**config.mk**
```make
export PLATFORM = sky130hd
export DESIGN_NAME = rc_pulse_channel_conditioner
export DESIGN_NICKNAME = d
export VERILOG_FILES = /design/src/rtl/rcpc_pkg.sv /design/src/rtl/rcpc_div.sv /design/src/rtl/rcpc_core.sv /design/src/rtl/rc_pulse_channel_conditioner.sv
export SDC_FILE = /design/constraint.sdc
export NUM_CORES = 2
export LEC_CHECK = 0
export BUFFER_PORTS_ARGS = -buffer_cell sky130_fd_sc_hd__buf_2
export CORE_UTILIZATION = 40
export DETAILED_ROUTE_END_ITERATION = 16
export PLACE_DENSITY = 0.57
export SLEW_MARGIN = 20
export SYNTH_ARGS = -nofsm -noshare
export SYNTH_HDL_FRONTEND = slang
export SYNTH_SLANG_ARGS = --single-unit
```
**constraint.sdc**
```tcl
create_clock -name clk -period 25.5 [get_ports clk]
set_input_delay 7.65 -clock clk [delete_from_list [all_inputs] [get_ports clk]]
set_output_delay 7.65 -clock clk [all_outputs]
set_load 0.03 [all_outputs]
```
**src/rtl/rcpc_pkg.sv**
```systemverilog
// Shared types, register codes and constants for the RC pulse channel conditioner.
`timescale 1ns / 1ps

package rcpc_pkg;

	localparam int WIDTH_BITS = 13;
	localparam int EPS_BITS   = 16;
	localparam int CMD_BITS   = 16;
	localparam int DIV_STEPS  = 16;
	localparam int DIV_CNT_W  = $clog2(DIV_STEPS);

	// pulses longer than this count as a timeout
	localparam logic [WIDTH_BITS-1:0] WIDTH_TIMEOUT = 13'd5000;

	localparam logic [2:0] REG_STEER_MIN    = 3'd0;
	localparam logic [2:0] REG_STEER_MAX    = 3'd1;
	localparam logic [2:0] REG_THROTTLE_MIN = 3'd2;
	localparam logic [2:0] REG_THROTTLE_MAX = 3'd3;
	localparam logic [2:0] REG_SWITCH_THR   = 3'd4;
	localparam logic [2:0] REG_EPSILON      = 3'd5;

	localparam logic [WIDTH_BITS-1:0] RST_NOMINAL_MIN = 13'd1000;
	localparam logic [WIDTH_BITS-1:0] RST_NOMINAL_MAX = 13'd2000;
	localparam logic [WIDTH_BITS-1:0] RST_SWITCH_THR  = 13'd1500;
	localparam logic [EPS_BITS-1:0]   RST_EPSILON     = 16'd3277;

	typedef logic [WIDTH_BITS-1:0] width_t;
	typedef logic signed [CMD_BITS-1:0] cmd_t;

	typedef struct packed {
		width_t              steer_min;
		width_t              steer_max;
		width_t              throttle_min;
		width_t              throttle_max;
		width_t              switch_thr;
		logic [EPS_BITS-1:0] epsilon;
	} cfg_t;

	typedef struct packed {
		logic       en;
		logic [2:0] idx;
		width_t     data;
	} cfg_wr_t;

	typedef struct packed {
		width_t calib;
		width_t arm;
		width_t throttle;
		width_t steer;
	} frame_t;

	typedef struct packed {
		cmd_t throttle_cmd;
		cmd_t steer_cmd;
		logic is_armed;
		logic link_up;
	} res_t;

	typedef struct packed {
		logic                   start;
		logic [WIDTH_BITS:0]    rem;
		logic [CMD_BITS-1:0]    lo;
		logic [WIDTH_BITS:0]    divisor;
	} div_req_t;

	typedef struct packed {
		logic                done;
		logic [CMD_BITS-1:0] quot;
	} div_rsp_t;

endpackage

```
**src/rtl/rcpc_div.sv**
```systemverilog
// Bit-serial restoring divider, one quotient bit per cycle.
`timescale 1ns / 1ps

module rcpc_div import rcpc_pkg::*; (
	input  logic     clk,
	input  logic     arst_n,
	input  div_req_t req,
	output div_rsp_t rsp
);

	logic [WIDTH_BITS:0]   rem_q;
	logic [WIDTH_BITS:0]   div_q;
	logic [CMD_BITS-1:0]   sh_q;
	logic [DIV_CNT_W-1:0]  cnt_q;
	logic                  busy_q;
	logic                  done_q;

	logic [WIDTH_BITS+1:0] trial;
	logic [WIDTH_BITS+1:0] trial_sub;
	logic                  qbit;

	// remainder shifted left with the next dividend bit
	always_comb begin
		trial     = {rem_q, sh_q[CMD_BITS-1]};
		qbit      = trial >= {1'b0, div_q};
		trial_sub = trial - {1'b0, div_q};
	end

	always_ff @(posedge clk or negedge arst_n) begin
		if (!arst_n) begin
			busy_q <= 1'b0;
			done_q <= 1'b0;
			cnt_q  <= '0;
		end else begin
			done_q <= 1'b0;
			if (req.start) begin
				busy_q <= 1'b1;
				cnt_q  <= DIV_CNT_W'(DIV_STEPS - 1);
			end else if (busy_q) begin
				cnt_q <= cnt_q - 1'b1;
				if (cnt_q == '0) begin
					busy_q <= 1'b0;
					done_q <= 1'b1;
				end
			end
		end
	end

	// dividend low bits shift out at the top, quotient bits shift in at the bottom
	always_ff @(posedge clk) begin
		if (req.start) begin
			rem_q <= req.rem;
			div_q <= req.divisor;
			sh_q  <= req.lo;
		end else if (busy_q) begin
			rem_q <= qbit ? trial_sub[WIDTH_BITS:0] : trial[WIDTH_BITS:0];
			sh_q  <= {sh_q[CMD_BITS-2:0], qbit};
		end
	end

	assign rsp.done = done_q;
	assign rsp.quot = sh_q;

`ifndef SYNTHESIS
	a_done_after_busy: assert property (@(posedge clk) disable iff (!arst_n)
		done_q |-> $past(busy_q))
		else $error("divider done without a running division");
`endif

endmodule

```
**src/rtl/rcpc_core.sv**
```systemverilog
// Frame sequencer: glitch filter, link and arm logic, calibration and command mapping.
`timescale 1ns / 1ps

module rcpc_core import rcpc_pkg::*; (
	input  logic     clk,
	input  logic     arst_n,
	input  cfg_t     cfg,
	input  cfg_wr_t  cfg_wr,
	input  logic     in_valid,
	output logic     in_ready,
	input  frame_t   in_frame,
	output logic     out_valid,
	input  logic     out_ready,
	output res_t     out_res,
	output div_req_t div_req,
	input  div_rsp_t div_rsp
);

	typedef enum logic [5:0] {
		ST_IDLE = 6'b000001,
		ST_FILT = 6'b000010,
		ST_LINK = 6'b000100,
		ST_MAP  = 6'b001000,
		ST_DIV  = 6'b010000,
		ST_OUT  = 6'b100000
	} state_t;

	localparam cmd_t CMD_ZERO = 16'sh0000;
	localparam cmd_t CMD_LOW  = 16'sh8000;
	localparam cmd_t CMD_HIGH = 16'sh7FFF;

	function automatic width_t clamp_width(input width_t w);
		return (w > WIDTH_TIMEOUT) ? '0 : w;
	endfunction

	// returns {new max, new min}
	function automatic logic [2*WIDTH_BITS-1:0] calib_limits(input width_t v,
			input width_t lmin, input width_t lmax, input width_t nmin, input width_t nmax);
		logic [15:0] v4;
		logic [15:0] lo_bound;
		logic [15:0] hi_bound;
		width_t      new_min;
		width_t      new_max;
		v4       = {1'b0, v, 2'b00};
		lo_bound = {3'b000, nmin} + {2'b00, nmin, 1'b0} + {3'b000, nmax};
		hi_bound = {3'b000, nmin} + {3'b000, nmax} + {2'b00, nmax, 1'b0};
		new_min  = lmin;
		new_max  = lmax;
		if (v4 < lo_bound && (v < lmin || lmin == nmin))
			new_min = v;
		if (v4 > hi_bound && (v > lmax || lmax == nmax))
			new_max = v;
		return {new_max, new_min};
	endfunction

	state_t state_q;
	logic [1:0] ch_q;
	logic       map_ch_q;
	width_t     in_q  [4];
	width_t     raw_q [4];
	width_t     acc_q [4];
	logic       linked_q;
	logic       armed_q;
	width_t     st_min_q, st_max_q, th_min_q, th_max_q;
	cmd_t       st_cmd_q, th_cmd_q;
	logic       m_valid_q;
	res_t       m_res_q;

	// filter datapath
	width_t      f_w, f_prev, f_diff;
	logic        f_reject;
	width_t      mul_b;
	logic [28:0] prod;

	// link, arm and calibration
	logic                    link_nx, armed_nx, cal_en;
	logic [2*WIDTH_BITS-1:0] st_lim_nx, th_lim_nx;

	// mapping datapath
	width_t             m_v, m_min, m_max, den;
	logic signed [13:0] num_r, den_r, num;
	logic signed [15:0] num16, tdiff;
	logic [14:0]        tabs;
	logic               deadband, num_neg, ovf;
	logic               cmd_wr, div_start, out_load;
	cmd_t               cmd_val;

	always_comb begin
		f_w      = in_q[ch_q];
		f_prev   = raw_q[ch_q];
		f_diff   = (f_prev > f_w) ? f_prev - f_w : f_w - f_prev;
		mul_b    = (state_q == ST_FILT) ? f_prev : den;
		prod     = 29'(cfg.epsilon) * 29'(mul_b);
		f_reject = {f_diff, 16'h0000} > prod;
	end

	always_comb begin
		link_nx   = linked_q | (acc_q[0] != '0 && acc_q[1] != '0 && acc_q[2] != '0);
		armed_nx  = link_nx ? (acc_q[2] >= cfg.switch_thr) : armed_q;
		cal_en    = link_nx && !armed_nx && (acc_q[3] >= cfg.switch_thr);
		st_lim_nx = calib_limits(acc_q[0], st_min_q, st_max_q, cfg.steer_min, cfg.steer_max);
		th_lim_nx = calib_limits(acc_q[1], th_min_q, th_max_q,
			cfg.throttle_min, cfg.throttle_max);
	end

	always_comb begin
		m_v     = acc_q[{1'b0, map_ch_q}];
		m_min   = map_ch_q ? th_min_q : st_min_q;
		m_max   = map_ch_q ? th_max_q : st_max_q;
		num_r   = $signed({1'b0, m_v}) - $signed({1'b0, m_min});
		den_r   = $signed({1'b0, m_max}) - $signed({1'b0, m_min});
		num     = den_r[13] ? -num_r : num_r;
		den     = den_r[13] ? WIDTH_BITS'(-den_r) : den_r[WIDTH_BITS-1:0];
		num16   = {{2{num[13]}}, num};
		tdiff   = (num16 <<< 1) - $signed({3'b000, den});
		tabs    = tdiff[15] ? 15'(-tdiff) : tdiff[14:0];
		deadband = {tabs, 16'h0000} < {2'b00, prod};
		num_neg = num[13];
		// command saturates high exactly when num >= den
		ovf     = !num_neg && (num[WIDTH_BITS-1:0] >= den);
	end

	always_comb begin
		cmd_wr    = 1'b0;
		cmd_val   = CMD_ZERO;
		div_start = 1'b0;
		if (state_q == ST_MAP) begin
			priority if (!(linked_q && armed_q) || den == '0 || deadband) begin
				cmd_wr = 1'b1;
			end else if (num_neg) begin
				cmd_wr  = 1'b1;
				cmd_val = CMD_LOW;
			end else if (ovf) begin
				cmd_wr  = 1'b1;
				cmd_val = CMD_HIGH;
			end else begin
				div_start = 1'b1;
			end
		end else if (state_q == ST_DIV && div_rsp.done) begin
			cmd_wr  = 1'b1;
			cmd_val = {~div_rsp.quot[CMD_BITS-1], div_rsp.quot[CMD_BITS-2:0]};
		end
	end

	// quotient of (2*num*2^16 + den) / (2*den), with 2*num < 2*den
	assign div_req.start   = div_start;
	assign div_req.rem     = {num[WIDTH_BITS-1:0], 1'b0};
	assign div_req.lo      = {3'b000, den};
	assign div_req.divisor = {den, 1'b0};

	assign out_load  = (state_q == ST_OUT) && (!m_valid_q || out_ready);
	assign in_ready  = (state_q == ST_IDLE);
	assign out_valid = m_valid_q;
	assign out_res   = m_res_q;

	always_ff @(posedge clk or negedge arst_n) begin
		if (!arst_n) begin
			state_q   <= ST_IDLE;
			ch_q      <= '0;
			map_ch_q  <= 1'b0;
			linked_q  <= 1'b0;
			armed_q   <= 1'b0;
			m_valid_q <= 1'b0;
			st_min_q  <= RST_NOMINAL_MIN;
			st_max_q  <= RST_NOMINAL_MAX;
			th_min_q  <= RST_NOMINAL_MIN;
			th_max_q  <= RST_NOMINAL_MAX;
			for (int i = 0; i < 4; i++) begin
				raw_q[i] <= '0;
				acc_q[i] <= '0;
			end
		end else begin
			if (out_load)
				m_valid_q <= 1'b1;
			else if (out_ready)
				m_valid_q <= 1'b0;

			unique case (state_q)
				ST_IDLE: begin
					if (in_valid) begin
						ch_q    <= '0;
						state_q <= ST_FILT;
					end
				end
				ST_FILT: begin
					raw_q[ch_q] <= f_w;
					if (!f_reject)
						acc_q[ch_q] <= f_w;
					ch_q <= ch_q + 1'b1;
					if (ch_q == 2'd3)
						state_q <= ST_LINK;
				end
				ST_LINK: begin
					linked_q <= link_nx;
					armed_q  <= armed_nx;
					if (cal_en) begin
						{st_max_q, st_min_q} <= st_lim_nx;
						{th_max_q, th_min_q} <= th_lim_nx;
					end
					map_ch_q <= 1'b0;
					state_q  <= ST_MAP;
				end
				ST_MAP: begin
					if (div_start)
						state_q <= ST_DIV;
					else if (map_ch_q)
						state_q <= ST_OUT;
					else
						map_ch_q <= 1'b1;
				end
				ST_DIV: begin
					if (div_rsp.done) begin
						if (map_ch_q) begin
							state_q <= ST_OUT;
						end else begin
							map_ch_q <= 1'b1;
							state_q  <= ST_MAP;
						end
					end
				end
				ST_OUT: begin
					if (out_load)
						state_q <= ST_IDLE;
				end
				default: state_q <= ST_IDLE;
			endcase

			// nominal writes restart the limits from the nominal scale
			if (cfg_wr.en) begin
				if (cfg_wr.idx == REG_STEER_MIN)
					st_min_q <= cfg_wr.data;
				if (cfg_wr.idx == REG_STEER_MAX)
					st_max_q <= cfg_wr.data;
				if (cfg_wr.idx == REG_THROTTLE_MIN)
					th_min_q <= cfg_wr.data;
				if (cfg_wr.idx == REG_THROTTLE_MAX)
					th_max_q <= cfg_wr.data;
			end
		end
	end

	always_ff @(posedge clk) begin
		if (in_valid && in_ready) begin
			in_q[0] <= clamp_width(in_frame.steer);
			in_q[1] <= clamp_width(in_frame.throttle);
			in_q[2] <= clamp_width(in_frame.arm);
			in_q[3] <= clamp_width(in_frame.calib);
		end
		if (cmd_wr) begin
			if (map_ch_q)
				th_cmd_q <= cmd_val;
			else
				st_cmd_q <= cmd_val;
		end
		if (out_load) begin
			m_res_q.link_up      <= linked_q;
			m_res_q.is_armed     <= armed_q;
			m_res_q.steer_cmd    <= st_cmd_q;
			m_res_q.throttle_cmd <= th_cmd_q;
		end
	end

`ifndef SYNTHESIS
	a_armed_needs_link: assert property (@(posedge clk) disable iff (!arst_n)
		armed_q |-> linked_q)
		else $error("armed while the link is down");

	a_done_in_div: assert property (@(posedge clk) disable iff (!arst_n)
		div_rsp.done |-> (state_q == ST_DIV))
		else $error("divider result outside the divide state");

	a_disarmed_zero: assert property (@(posedge clk) disable iff (!arst_n)
		out_load && !(linked_q && armed_q) |=>
			(m_res_q.steer_cmd == CMD_ZERO) && (m_res_q.throttle_cmd == CMD_ZERO))
		else $error("nonzero command while disarmed");
`endif

endmodule

```
**src/rtl/rc_pulse_channel_conditioner.sv**
```systemverilog
// RC pulse channel conditioner top level: APB register file, stream ports, core and divider.
// Sequence: input transfer, a glitch-filter step per channel, link/arm/calibration, then the
// steer and throttle mapping, each through the 16-step bit-serial divider when a division is
// needed, then the output register load. One frame is processed at a time; the next frame is
// taken once the result sits in the output register, which holds while m_tready is low.
// Reset (arst_n low, asynchronous): registers to defaults, limits to nominal, filters cleared.
`timescale 1ns / 1ps

module rc_pulse_channel_conditioner import rcpc_pkg::*; (
	input  logic        clk,
	input  logic        arst_n,
	input  logic        s_tvalid,
	output logic        s_tready,
	input  logic [55:0] s_tdata,  // steer_width, throttle_width, arm_width, calib_width
	output logic        m_tvalid,
	input  logic        m_tready,
	output logic [39:0] m_tdata,  // link_up, is_armed, steer_cmd, throttle_cmd
	input  logic        psel,
	input  logic        penable,
	input  logic        pwrite,
	input  logic [4:0]  paddr,
	input  logic [31:0] pwdata,
	output logic [31:0] prdata,
	output logic        pready
);

	cfg_t     cfg_q;
	cfg_wr_t  cfg_wr;
	frame_t   frame;
	res_t     res;
	div_req_t div_req;
	div_rsp_t div_rsp;
	logic [2:0] reg_idx;
	logic       wr_en;

	assign pready  = 1'b1;
	assign reg_idx = paddr[4:2];
	assign wr_en   = psel && penable && pwrite && pready;

	assign cfg_wr.en   = wr_en;
	assign cfg_wr.idx  = reg_idx;
	assign cfg_wr.data = pwdata[WIDTH_BITS-1:0];

	always_ff @(posedge clk or negedge arst_n) begin
		if (!arst_n) begin
			cfg_q.steer_min    <= RST_NOMINAL_MIN;
			cfg_q.steer_max    <= RST_NOMINAL_MAX;
			cfg_q.throttle_min <= RST_NOMINAL_MIN;
			cfg_q.throttle_max <= RST_NOMINAL_MAX;
			cfg_q.switch_thr   <= RST_SWITCH_THR;
			cfg_q.epsilon      <= RST_EPSILON;
		end else if (wr_en) begin
			unique case (reg_idx)
				REG_STEER_MIN:    cfg_q.steer_min    <= pwdata[WIDTH_BITS-1:0];
				REG_STEER_MAX:    cfg_q.steer_max    <= pwdata[WIDTH_BITS-1:0];
				REG_THROTTLE_MIN: cfg_q.throttle_min <= pwdata[WIDTH_BITS-1:0];
				REG_THROTTLE_MAX: cfg_q.throttle_max <= pwdata[WIDTH_BITS-1:0];
				REG_SWITCH_THR:   cfg_q.switch_thr   <= pwdata[WIDTH_BITS-1:0];
				REG_EPSILON:      cfg_q.epsilon      <= pwdata[EPS_BITS-1:0];
				default: ;
			endcase
		end
	end

	always_comb begin
		unique case (reg_idx)
			REG_STEER_MIN:    prdata = {19'b0, cfg_q.steer_min};
			REG_STEER_MAX:    prdata = {19'b0, cfg_q.steer_max};
			REG_THROTTLE_MIN: prdata = {19'b0, cfg_q.throttle_min};
			REG_THROTTLE_MAX: prdata = {19'b0, cfg_q.throttle_max};
			REG_SWITCH_THR:   prdata = {19'b0, cfg_q.switch_thr};
			REG_EPSILON:      prdata = {16'b0, cfg_q.epsilon};
			default:          prdata = 32'b0;
		endcase
	end

	assign frame.steer    = s_tdata[12:0];
	assign frame.throttle = s_tdata[25:13];
	assign frame.arm      = s_tdata[38:26];
	assign frame.calib    = s_tdata[51:39];

	assign m_tdata = {6'b0, res.throttle_cmd, res.steer_cmd, res.is_armed, res.link_up};

	rcpc_core u_core (
		.clk       (clk),
		.arst_n    (arst_n),
		.cfg       (cfg_q),
		.cfg_wr    (cfg_wr),
		.in_valid  (s_tvalid),
		.in_ready  (s_tready),
		.in_frame  (frame),
		.out_valid (m_tvalid),
		.out_ready (m_tready),
		.out_res   (res),
		.div_req   (div_req),
		.div_rsp   (div_rsp)
	);

	rcpc_div u_div (
		.clk    (clk),
		.arst_n (arst_n),
		.req    (div_req),
		.rsp    (div_rsp)
	);

endmodule

```
==> flow_summary.ini <==
[global_route]
overflow = 0
grt_util_all_layers_pct = 22.8
grt_antenna_before_repair = 1
grt_pass1_wl_mm = 168
grt_pass1_vias = 28600
grt_max_degree = 108

[logic_synthesis]
synth-main-ff-cell = dfrtp_1
async_flop_share_pct = 61.3
synth-edff-count = 157
netlist_instances = 4034
synth.avg_cell_area_sq_um = 9.43
ys_seq_elements = 416
ys_seq_area_share_pct = 29.6
yosysWarnings = 0
synth_cell_type_count = 89
synth_area_sq_um = 38000

[layout]
fin_area_sq_um = 41600
final_cell_mix = ha_1 (427), nand2_1 (426), inv_1 (422)
nFillCells = 9192
layout-drive-gt1-share_pct = 11.6
area_growth_pct = 9.46
finalCoreUtilization_pct = 44.4
final_common_cell = ha_1
nets = 4821

[routing]
drc = 0
dr.pass1.iters = 5
drtIter0Drc = 1823
detail_route.wl_per_cell_microns = 20.1
vias = 29600
via_per_inst = 5.47
routed_wl_mm = 109
final_antenna_net_count = 0

[floorplanning]
die_h_microns = 310
rows = 112
dieArea_sq_um = 96300
initial_core_util_pct = 40.6
die_w_microns = 310
fp.coreArea_sq_um = 93700
io_pins = 175

[critical_path]
end_kind = output pin
cp.required_ps = 17850
worstPathArrival_ps = 9680
path_max_fanout = 26
cp-start-kind = primary input
crit_type = in2out
r2r_slack_ps = 11130

[timing]
min_period_ps = 17330
hold_viol_final = 0
tightestPinTransition_ps = 1080
grt_setup_unrepaired = no
max_slew_margin_pct = 27.7
fin_setup_tns_ps = 0
fin_crit_sh_pct = 68.0
drv_slew = 0
fmax_mhz = 57.7
finalSetupViolations = 0
finalClockSkew_ps = 27.6

[clock_network]
cts.clk_slew.worst_paths_ps = 60
cts_max_level = 2
insertion_delay_ps = 610
cts_buffers = 45
cts_hold_buf = 0
cts_sinks = 416
cts-root-buf = clkbuf_16
cts_resized = 0
post_cts_buffers = 0
clockBufferDepth = 3
cts_tree = done

[flow_run]
drv_cap = 0

[place]
place_area_sq_um = 40100
numPortBuffers = 129
gp_congestion = 0.927
hpwlAfterDp_mm = 85.2

[status]
status = completed

[hold_path]
hp-class = reg2reg
[per-layer routing]
| metal | part of all wire (%) | global-route usage, % |
|---|---|---|
| met1 | 48 | 33.1 |
| met5 | 0.024 | 0 |
| met4 | 3.3 | 7.25 |
| met2 | 43 | 34.7 |
| met3 | 5.7 | 3.49 |
[metrics by stage]
stage	setup slack [ps]	hold slack (ps)	instances
after floorplan	8540	400	4055
after CTS	7910	419	5414
after detailed placement	7920	405	5332
after global placement	7950	401	5332
final	8170	418	5417
after global routing	8130	423	5415
[sequential cells by signal (all words and copies together), names as in the netlist, 2 cells and up]
register and count:
u_div.div_q 13, u_div.cnt_q 4, u_div.sh_q 16, u_core.raw_q 52, cfg_q 81, u_core.acc_q 52, u_core.th_min_q 13, u_div.rem_q 14
u_core.st_min_q 13, u_core.st_max_q 13, u_core.st_cmd_q 16, u_core.ch_q 2, u_core.th_max_q 13, u_core.th_cmd_q 16, u_core.out_res 34, u_core.in_q 52
u_core.state_q 6
[critical path: stages]
cell and delay [ps]:
buf_2 460, nor2b_2 750, and2_1 310, nand2_1 80, o221ai_1 150, buf_2 280
[path summary, 6_finish.rpt]
kind                                      from                  to  cells past startpoint
setup / recovery                      paddr[4]           prdata[9]                      6
hold / removal             u_core.st_cmd_q[14]  u_core.out_res[16]                      0
setup reg to reg               u_core.map_ch_q      u_div.rem_q[9]                     49
hold reg to reg            u_core.st_cmd_q[14]  u_core.out_res[16]                      0
max in group asynchronous               arst_n      u_core.ch_q[0]                      3
min in group asynchronous               arst_n           cfg_q[17]                      1
[synthesized netlist by cell type (13+ instances only)]
cell | count | area, sq um
o31ai_1 | 17 | 128
and3_1 | 31 | 194
mux2i_1 | 104 | 1040
nand2b_1 | 46 | 288
a31oi_1 | 35 | 219
buf_4 | 24 | 180
nor2_1 | 144 | 541
a41oi_1 | 17 | 149
a211oi_1 | 33 | 248
inv_1 | 423 | 1590
or3_1 | 13 | 81.3
o21a_1 | 56 | 420
mux4_2 | 29 | 653
edfxtp_1 | 157 | 4710
nand3_1 | 38 | 190
xor2_1 | 85 | 744
nand2_1 | 426 | 1600
ha_1 | 427 | 5340
or2_2 | 17 | 106
o211ai_1 | 17 | 128
o21ai_0 | 307 | 1540
fa_1 | 168 | 3360
dfstp_2 | 63 | 1660
xnor2_1 | 154 | 1350
and2_1 | 132 | 826
nor3_1 | 45 | 225
clkbuf_1 | 117 | 439
nor2b_1 | 42 | 263
o21bai_1 | 37 | 278
mux2_2 | 81 | 912
nor4_1 | 25 | 156
nand4_1 | 38 | 238
a21o_1 | 110 | 826
a21oi_1 | 181 | 906
dfrtp_1 | 192 | 4800
[cell type report]
type,count,area (sq um),area share (%)
clock inverters,25,248,0.595
diodes,2,5.00,0.0120
repair buffers,184,1090,2.62
flip-flops and latches,416,11300,27.0
multi-input cells,3056,24600,59.2
clock buffers,57,1240,2.98
inverters,423,1590,3.81
well taps,1254,1570,3.77
[kinds of logic after synthesis]
family / after synthesis / share of synthesized area [%]
other: 2 / 0.0197
and+or+nand+nor: 1052 / 13.6
buffers and inverters: 583 / 6.03
muxes: 218 / 7.01
adders and majority gates: 595 / 22.9
AOI/OAI and AO/OA: 929 / 15.4
DFF: 416 / 29.6
xor gates and xnor gates: 239 / 5.50
Power is not shown: default switching activity piles up to over one toggle a cycle in this logic, so the estimate is an artifact.
